$ cat config.mk
export PLATFORM = sky130hd
export DESIGN_NAME = poisson_spike_generator
export DESIGN_NICKNAME = d
export VERILOG_FILES = /design/src/hw/rtl/psg_pkg.sv /design/src/hw/rtl/psg_amp.sv /design/src/hw/rtl/poisson_spike_generator.sv
export SDC_FILE = /design/constraint.sdc
export NUM_CORES = 2
export LEC_CHECK = 0
export BUFFER_PORTS_ARGS = -buffer_cell sky130_fd_sc_hd__buf_2
export CORE_UTILIZATION = 50
export CTS_BUF_LIST = sky130_fd_sc_hd__clkbuf_4
export DETAILED_ROUTE_END_ITERATION = 12
export PLACE_DENSITY = 0.68
export SLEW_MARGIN = 0
export SYNTH_ARGS = -nofsm -noshare
export SYNTH_HDL_FRONTEND = slang
export SYNTH_SLANG_ARGS = --single-unit
$ cat constraint.sdc
create_clock -name i_clk -period 31 [get_ports i_clk]
set_clock_uncertainty 0.15 [all_clocks]
set_input_delay 6.2 -clock i_clk [delete_from_list [all_inputs] [get_ports i_clk]]
set_output_delay 6.2 -clock i_clk [all_outputs]
set_load 0.1 [all_outputs]
$ cat src/hw/rtl/psg_pkg.sv
// ============================================================================
// psg_pkg - shared types and constants of the Poisson spike generator
// Action codes, register map indexes and fixed field widths.
// ============================================================================
package psg_pkg;

    // Width of the time_step register (dt), fixed by the register map
    localparam int TSTEP_W = 16;

    // Width of the action field carried in tuser
    localparam int ACT_W = 2;

    // Width of a register index in the register map
    localparam int REG_IDX_W = 3;

    // Kind of an input transaction
    typedef enum logic [ACT_W-1:0] {
        ACT_TICK     = 2'd0,
        ACT_REINIT   = 2'd1,
        ACT_INTERVAL = 2'd2
    } t_action;

    // Register map, one register per address slot
    typedef enum logic [REG_IDX_W-1:0] {
        REG_PROB     = 3'd0,
        REG_MIN_AMP  = 3'd1,
        REG_MAX_AMP  = 3'd2,
        REG_RST_LVL  = 3'd3,
        REG_RST_TICK = 3'd4,
        REG_REFR     = 3'd5,
        REG_TSTEP    = 3'd6
    } t_reg_idx;

endpackage

$ cat src/hw/rtl/psg_amp.sv
// ============================================================================
// psg_amp - spike amplitude draw
// lo + floor(r * (hi - lo) / 2^RAND_WIDTH), with r a Q0.RAND_WIDTH fraction.
// ============================================================================
module psg_amp #(
    parameter int AMP_WIDTH  = 16,
    parameter int RAND_WIDTH = 16
) (
    input  logic signed [AMP_WIDTH-1:0]  i_lo,
    input  logic signed [AMP_WIDTH-1:0]  i_hi,
    input  logic        [RAND_WIDTH-1:0] i_frac,
    output logic signed [AMP_WIDTH-1:0]  o_level
);

    localparam int SpanW = AMP_WIDTH + 1;
    localparam int ProdW = RAND_WIDTH + AMP_WIDTH + 2;

    logic signed [SpanW-1:0]      w_span;
    logic signed [RAND_WIDTH:0]   w_frac;
    logic signed [ProdW-1:0]      w_prod;
    logic signed [ProdW-1:0]      w_scaled;
    logic signed [SpanW-1:0]      w_ofs;
    logic signed [SpanW-1:0]      w_sum;

    // span may be negative; arithmetic shift gives the floor either way
    assign w_span   = SpanW'(i_hi) - SpanW'(i_lo);
    assign w_frac   = $signed({1'b0, i_frac});
    assign w_prod   = w_frac * w_span;
    assign w_scaled = w_prod >>> RAND_WIDTH;
    assign w_ofs    = w_scaled[SpanW-1:0];
    assign w_sum    = SpanW'(i_lo) + w_ofs;

    // result lies between the bounds, no saturation needed
    assign o_level  = w_sum[AMP_WIDTH-1:0];

endmodule

$ cat src/hw/rtl/poisson_spike_generator.sv
// ============================================================================
// poisson_spike_generator - random spike source with refractory period
// Tick, reinit and interval transactions in, one result transaction out each.
// ============================================================================
// One result transaction per input transaction, in order. The block takes one
// input transaction every clock cycle unless the result stream stalls. The
// path has two register stages, the input register and then the result
// register; a stall on the result stream holds both stages.
// The state update (last event time, stored interval, output level) is
// combinational through the refractory and window compares and the single
// amplitude multiplier, which sets the clock-rate limit. Ticks fire either in
// interval mode (stored interval not negative: fire when
// last_event + interval - now lies in [0, dt)) or in rate mode (fire when the
// probability register is at least 1.0 or exceeds the random fraction).
// Nothing fires while refractory_time > now - last_event. A fired tick records
// now as the last event and draws a level between min and max. Reinit loads the
// reset level, sets the last event to minus the refractory time and returns to
// rate mode. Result tuser bit 0 is the fired flag; event_time reads 0 when not
// fired. Configuration goes through the APB port and may only be written
// while no transaction is in flight. pready is tied high, no wait states.
// ============================================================================
module poisson_spike_generator #(
    parameter int TIME_WIDTH = 32,
    parameter int AMP_WIDTH  = 16,
    parameter int RAND_WIDTH = 16,
    localparam int InDataW   = ((2 * TIME_WIDTH + 1 + 2 * RAND_WIDTH + 7) / 8) * 8,
    localparam int OutDataW  = ((TIME_WIDTH + AMP_WIDTH + 7) / 8) * 8,
    localparam int PDataW    = ((TIME_WIDTH > 32) || (RAND_WIDTH + 1 > 32)) ? 64 : 32,
    localparam int PAddrW    = (PDataW == 64) ? 6 : 5
) (
    input  logic                        i_clk,
    input  logic                        i_rst_n,

    // input stream
    input  logic                        s_axis_tvalid,
    output logic                        s_axis_tready,
    // now_time, interval_value, random_fire, random_amp (lowest bits first)
    input  logic [InDataW-1:0]          s_axis_tdata,
    // action
    input  logic [psg_pkg::ACT_W-1:0]   s_axis_tuser,

    // result stream
    output logic                        m_axis_tvalid,
    input  logic                        m_axis_tready,
    // event_time, level (lowest bits first)
    output logic [OutDataW-1:0]         m_axis_tdata,
    // fired
    output logic [0:0]                  m_axis_tuser,

    // configuration port
    input  logic                        psel,
    input  logic                        penable,
    input  logic                        pwrite,
    input  logic [PAddrW-1:0]           paddr,
    input  logic [PDataW-1:0]           pwdata,
    output logic [PDataW-1:0]           prdata,
    output logic                        pready
);

    import psg_pkg::*;

    localparam int T  = TIME_WIDTH;
    localparam int A  = AMP_WIDTH;
    localparam int R  = RAND_WIDTH;
    localparam int CW = T + 3;  // width for time differences

    // tdata field offsets
    localparam int NowLo  = 0;
    localparam int IvalLo = NowLo + T;
    localparam int RfLo   = IvalLo + T + 1;
    localparam int RaLo   = RfLo + R;

    // ---------------------------------------------------------------- config
    logic [R:0]            r_prob;
    logic signed [A-1:0]   r_min_amp;
    logic signed [A-1:0]   r_max_amp;
    logic signed [A-1:0]   r_rst_lvl;
    logic                  r_rst_tick;
    logic [T-1:0]          r_refr;
    logic [TSTEP_W-1:0]    r_tstep;

    logic                  w_cfg_wr;
    t_reg_idx              w_reg_idx;

    assign pready    = 1'b1;
    assign w_cfg_wr  = psel & penable & pwrite & pready;
    assign w_reg_idx = t_reg_idx'(paddr[PAddrW-1 -: REG_IDX_W]);

    always_ff @(posedge i_clk) begin
        if (!i_rst_n) begin
            r_prob     <= '0;
            r_min_amp  <= '0;
            r_max_amp  <= '0;
            r_rst_lvl  <= '0;
            r_rst_tick <= 1'b0;
            r_refr     <= '0;
            r_tstep    <= TSTEP_W'(1);
        end else if (w_cfg_wr) begin
            case (w_reg_idx)
                REG_PROB:     r_prob     <= pwdata[R:0];
                REG_MIN_AMP:  r_min_amp  <= pwdata[A-1:0];
                REG_MAX_AMP:  r_max_amp  <= pwdata[A-1:0];
                REG_RST_LVL:  r_rst_lvl  <= pwdata[A-1:0];
                REG_RST_TICK: r_rst_tick <= pwdata[0];
                REG_REFR:     r_refr     <= pwdata[T-1:0];
                REG_TSTEP:    r_tstep    <= pwdata[TSTEP_W-1:0];
                default: ;
            endcase
        end
    end

    always_comb begin
        case (w_reg_idx)
            REG_PROB:     prdata = PDataW'(r_prob);
            REG_MIN_AMP:  prdata = PDataW'($unsigned(r_min_amp));
            REG_MAX_AMP:  prdata = PDataW'($unsigned(r_max_amp));
            REG_RST_LVL:  prdata = PDataW'($unsigned(r_rst_lvl));
            REG_RST_TICK: prdata = PDataW'(r_rst_tick);
            REG_REFR:     prdata = PDataW'(r_refr);
            REG_TSTEP:    prdata = PDataW'(r_tstep);
            default:      prdata = '0;
        endcase
    end

    // ---------------------------------------------------------- input stage
    logic                  r_in_vld;
    t_action               r_in_act;
    logic [T-1:0]          r_in_now;
    logic signed [T:0]     r_in_ival;
    logic [R-1:0]          r_in_rf;
    logic [R-1:0]          r_in_ra;

    logic                  r_out_vld;
    logic                  w_advance;

    // stage moves on when the result register is free or being drained
    assign w_advance     = r_in_vld & (~r_out_vld | m_axis_tready);
    assign s_axis_tready = ~r_in_vld | w_advance;

    always_ff @(posedge i_clk) begin
        if (!i_rst_n) begin
            r_in_vld <= 1'b0;
        end else if (s_axis_tready) begin
            r_in_vld <= s_axis_tvalid;
        end
    end

    always_ff @(posedge i_clk) begin
        if (s_axis_tready & s_axis_tvalid) begin
            r_in_act  <= t_action'(s_axis_tuser);
            r_in_now  <= s_axis_tdata[NowLo +: T];
            r_in_ival <= $signed(s_axis_tdata[IvalLo +: T + 1]);
            r_in_rf   <= s_axis_tdata[RfLo +: R];
            r_in_ra   <= s_axis_tdata[RaLo +: R];
        end
    end

    // ---------------------------------------------------------------- state
    logic signed [T:0]     r_last;     // last spike time, signed
    logic signed [T:0]     r_ival;     // stored interval, negative = rate mode
    logic signed [A-1:0]   r_level;

    logic signed [T:0]     n_last;
    logic signed [T:0]     n_ival;
    logic signed [A-1:0]   n_level;

    logic signed [CW-1:0]  w_now;
    logic signed [CW-1:0]  w_since;
    logic signed [CW-1:0]  w_dist;
    logic                  w_refractory;
    logic                  w_win_hit;
    logic                  w_rate_hit;
    logic                  w_fire;
    logic signed [A-1:0]   w_amp;

    assign w_now   = $signed({3'b000, r_in_now});
    assign w_since = w_now - CW'(r_last);
    assign w_dist  = CW'(r_last) + CW'(r_ival) - w_now;

    assign w_refractory = $signed({3'b000, r_refr}) > w_since;
    assign w_win_hit    = ~w_dist[CW-1] & (w_dist < $signed(CW'(r_tstep)));
    // probability bit R set means at least 1.0
    assign w_rate_hit   = r_prob[R] | (r_prob > {1'b0, r_in_rf});

    assign w_fire = (r_in_act == ACT_TICK) & ~w_refractory
                  & (r_ival[T] ? w_rate_hit : w_win_hit);

    psg_amp #(
        .AMP_WIDTH  (A),
        .RAND_WIDTH (R)
    ) u_amp (
        .i_lo    (r_min_amp),
        .i_hi    (r_max_amp),
        .i_frac  (r_in_ra),
        .o_level (w_amp)
    );

    always_comb begin
        n_last  = r_last;
        n_ival  = r_ival;
        n_level = r_level;
        case (r_in_act)
            ACT_TICK: begin
                if (r_rst_tick) begin
                    n_level = r_rst_lvl;
                end
                if (w_fire) begin
                    n_last  = $signed({1'b0, r_in_now});
                    n_level = w_amp;
                end
            end
            ACT_REINIT: begin
                n_level = r_rst_lvl;
                n_last  = -$signed({1'b0, r_refr});
                n_ival  = '1;
            end
            ACT_INTERVAL: begin
                n_ival = r_in_ival;
            end
            default: ;  // unused code leaves the state alone
        endcase
    end

    always_ff @(posedge i_clk) begin
        if (!i_rst_n) begin
            r_last  <= '0;
            r_ival  <= '1;
            r_level <= '0;
        end else if (w_advance) begin
            r_last  <= n_last;
            r_ival  <= n_ival;
            r_level <= n_level;
        end
    end

    // --------------------------------------------------------- result stage
    logic                  r_out_fired;
    logic [T-1:0]          r_out_time;
    logic signed [A-1:0]   r_out_level;

    always_ff @(posedge i_clk) begin
        if (!i_rst_n) begin
            r_out_vld <= 1'b0;
        end else if (w_advance) begin
            r_out_vld <= 1'b1;
        end else if (m_axis_tready) begin
            r_out_vld <= 1'b0;
        end
    end

    always_ff @(posedge i_clk) begin
        if (w_advance) begin
            r_out_fired <= w_fire;
            r_out_time  <= w_fire ? r_in_now : '0;
            r_out_level <= n_level;
        end
    end

    assign m_axis_tvalid = r_out_vld;
    assign m_axis_tdata  = OutDataW'({r_out_level, r_out_time});
    assign m_axis_tuser  = r_out_fired;

endmodule

==> impl.org <==
** Timing
- Counting I/O delays and the setup requirement, the final critical path takes 15410 ps.
- Setup violation total in the final timing report :: 0
- RSZ-0062 raised after global routing :: false
- The count of final hold-check violations was 0.
- The max-slew violation count is 0.
- Post-route clock period utilization :: 0.497
- Headroom to the max-slew limit :: 0.133
- Based on the critical path, the design can be clocked at up to 64.9 MHz.
- At the pin with the least slew margin, the transition time is 1280 ps.
- Adding up every negative setup slack in the final design gives 0 ps.
- Hold timing on the final database bottoms out at a slack of 330 ps.

** Power and ir drop
- Logic gate share of total power :: 0.458
- Power spent charging and discharging nets :: 714 uW
- Of the total power, the share spent switching nets is 0.412.
- Summed over all cells, the static leakage comes to 0.0163 uW.
- Of the total power, the clock network draws 0.252.
- The internal power of the cells totals 1020 uW.
- Largest voltage drop on the vdd net :: 0.0378 mV
- Dividing total power by cell area gives a power density of 49.4 mW/mm^2.
- PnR Total Power :: 1730 uW
- Of the total power, registers draw 0.289.

** Synth
- Top cells by count, synth :: 529 x sky130_fd_sc_hd__nand2_1, 528 x sky130_fd_sc_hd__inv_1, 310 x sky130_fd_sc_hd__ha_1
- Sequential cell area fraction in the yosys report :: 0.264
- The number of nets handed over by synthesis was 4375.
- Share of async-settable or async-resettable flops after synthesis :: 0
- Synthesis instantiated 84 different standard cells from the library.
- The biggest area contributor in the post-synthesis netlist is sky130_fd_sc_hd__fa_1.
- Yosys attributes the largest share of cell area to sky130_fd_sc_hd__fa_1 15%, sky130_fd_sc_hd__edfxtp_1 14%, sky130_fd_sc_hd__dfxtp_1 12%.
- The synthesized design contains 148 enable-type register cells.
- Dividing the synthesized area by the synthesized cell count gives 8.68 sq um.
- The most common cell in the synthesized netlist is sky130_fd_sc_hd__nand2_1.
- After synthesis the cells add up to 0.0319 sq mm.
- Of the post-synthesis cell area, the dominant cell type holds 0.153.
- Number of instances in the synthesized netlist :: 3672
- Most instantiated flip-flop cell in the synthesis netlist :: sky130_fd_sc_hd__dfxtp_1
- Counting flops and latches in the post-synthesis netlist gives 346.
- Number of warnings reported in the yosys synthesis log :: 0

** Setup path
- STA classifies the critical path startpoint as a primary input.
- Endpoint arrival time on the critical path :: 9060 ps
- For the worst setup path, the data required time is 24650 ps.
- Worst-path fanout max :: 25
- STA classifies the critical path endpoint as an output pin.
- The critical path in this run is classified as primary input to output pin.

** Clock tree
- The tree is rooted in a sky130_fd_sc_hd__clkbuf_4.
- The later pin in the worst-skew pair is clocked with a latency of 880 ps.
- Post-CTS repair changed the size of 0 cells.
- CTS tree :: yes
- The clock passes through at most 3 buffers.
- TritonCTS Buffers :: 98
- Clock slew seen by the registers of the worst setup and hold paths :: 50 ps
- The H-tree was split into 3 levels.
- # Post-CTS Setup Buffers :: 0
- TritonCTS Sinks :: 346
- Cts-stage hold buffer count :: 0

** Route
- Drt initial violations :: 1580
- Drt pass-1 iters :: 6
- Post-DR wirelength/cell :: 18.9 um
- Using the TritonRoute via totals, the vias-per-cell ratio works out to 5.52.
- For this run, design rule violations remaining after detail routing come to 0.
- Summed over all layers, the routed wires come to 90500 um.
- In this run the remaining antenna-violating nets after routing total 0.
- The routed layout has 26400 vias.

** Finish
- Area Growth Syn to Fin :: 9.97%
- Final Instance Area :: 0.0351 sq mm
- Summing all multi-input logic gate instances after layout gives 0.0209 sq mm.
- The layout has 5933 filler cells.
- Once layout is complete, the utilization of the core stands at 0.556.
- The sequential cells in the finished layout cover a total of 0.00841 sq mm.
- Of the cells placed in the final design, the portion with a size suffix greater than 1 is 0.119.
- In the final design database the tool counted 4562 nets.

** Global routing
- Global-route wire length before repair :: 143000 um
- Via count of the first global-routing pass :: 26300
- Largest net degree at the start of global routing :: 104
- Total congestion overflow after global routing :: 0
- Overall Global Routing Usage :: 0.284
- Initial antenna violation count :: 3

** Worst hold path
- In this run the worst hold path is classified as flip-flop to flip-flop.

** Placement
- Total cell area at the placement stage :: 0.0338 sq mm
- Port buffering added 223 buffers.
- Final weighted congestion in routability-driven placement :: 0.966
- Detailed placement ended at an HPWL of 68000 um.

** Floorplanning
- Number of top-level design ports :: 234
- Measured along the y axis, the die boundary spans 255 um.
- Effective utilization at floorplan :: 0.506
- Area of the die :: 0.0648 sq mm
- After floorplanning, the core was sized to cover 0.0631 sq mm.
- The floorplan has 92 rows.
- The die is 255 um wide.

** Status
- Outcome :: completed

** Run
- Count of maximum capacitance violations :: 0
final timing paths:
check,start,end,slack [ps],depth (start not counted)
worst max-delay path,paddr[3],prdata[11],15590,6
worst min-delay path,r_last[15]$_SDFFE_PN0P_,r_last[15]$_SDFFE_PN0P_,330,2
worst max register to register,r_min_amp[1]$_SDFFE_PN0P_,r_out_level[15]$_DFFE_PP_,18960,42
worst min register to register,r_last[15]$_SDFFE_PN0P_,r_last[15]$_SDFFE_PN0P_,330,2
power groups by stage:
| stage | logic [uW] | clock network, uW | registers (uW) |
|---|---|---|---|
| 2_1_floorplan | 566 | 0 | 525 |
| 3_3_place_gp | 778 | 0 | 511 |
| 6_report | 793 | 437 | 501 |
| 4_1_cts | 795 | 450 | 501 |
| 5_1_grt | 892 | 471 | 502 |
| 3_5_place_dp | 787 | 0 | 511 |
metrics by stage:
step / cells / worst slack (ps)
global placement: 4605 / 15700
floorplan: 3672 / 15510
CTS: 4788 / 15690
finish: 4790 / 15590
global route: 4790 / 15580
detailed placement: 4605 / 15700
layout by cell type (no fill, tap or decap), drive strengths merged, types with 134 or more instances in the layout:
cell,instances
inv,531
nand2,529
ha,310
buf,268
fa,243
nor2,202
dfxtp,198
o21ai,162
edfxtp,148
clkbuf,134
worst max-delay path, cell delays in order:
cell and delay [ps]:
sky130_fd_sc_hd__buf_2 470, sky130_fd_sc_hd__inv_1 320, sky130_fd_sc_hd__nor2_1 920, sky130_fd_sc_hd__a22oi_1 260, sky130_fd_sc_hd__a21oi_1 370, sky130_fd_sc_hd__buf_2 500
state kept, by name (all words and copies together), names as in the netlist:
name,cells
r_rst_tick,1
r_out_time,32
r_in_vld,1
r_max_amp,16
r_out_level,16
r_in_rf,16
r_last,33
r_min_amp,16
r_in_ra,16
r_rst_lvl,16
r_ival,33
m_axis_tuser,1
m_axis_tvalid,1
r_level,16
r_tstep,16
r_refr,32
r_prob,17
r_in_act,2
r_in_now,32
r_in_ival,33
cells by family (layout without fill, tap and decap cells):
kind of cell,Yosys count,in the layout,synth area share
AND/OR/NAND/NOR,1189,1189,0.175
adder cells (fa/ha/maj),553,553,0.274
AO/OA/AOI/OAI,693,693,0.146
flip-flops,346,346,0.264
XOR/XNOR,114,114,0.0313
multiplexers,65,65,0.0244
buffers and inverters,711,981,0.0851
other,1,3,0.000118
cell type report:
| type | count | area share |
|---|---|---|
| diodes | 2 | 0.000143 |
| multi-input cells | 2615 | 0.595 |
| clock buffers | 134 | 0.0287 |
| well taps | 846 | 0.0302 |
| flip-flops and latches | 346 | 0.240 |
| repair buffers | 268 | 0.0416 |
| inverters | 530 | 0.0568 |
| clock inverters | 49 | 0.00817 |
layer usage:
layer | global-route usage | share of wire | routed length (um) | vias to the layer above
met5 | 0 | 0 | 0 | -
met4 | 0.119 | 0.039 | 3510 | 0
met3 | 0.0368 | 0.057 | 5180 | 187
met2 | 0.495 | 0.49 | 44300 | 827
met1 | 0.354 | 0.41 | 37500 | 12700
li1 | - | - | - | 12700
No activity file was read; power rests on OpenSTA's default activity.
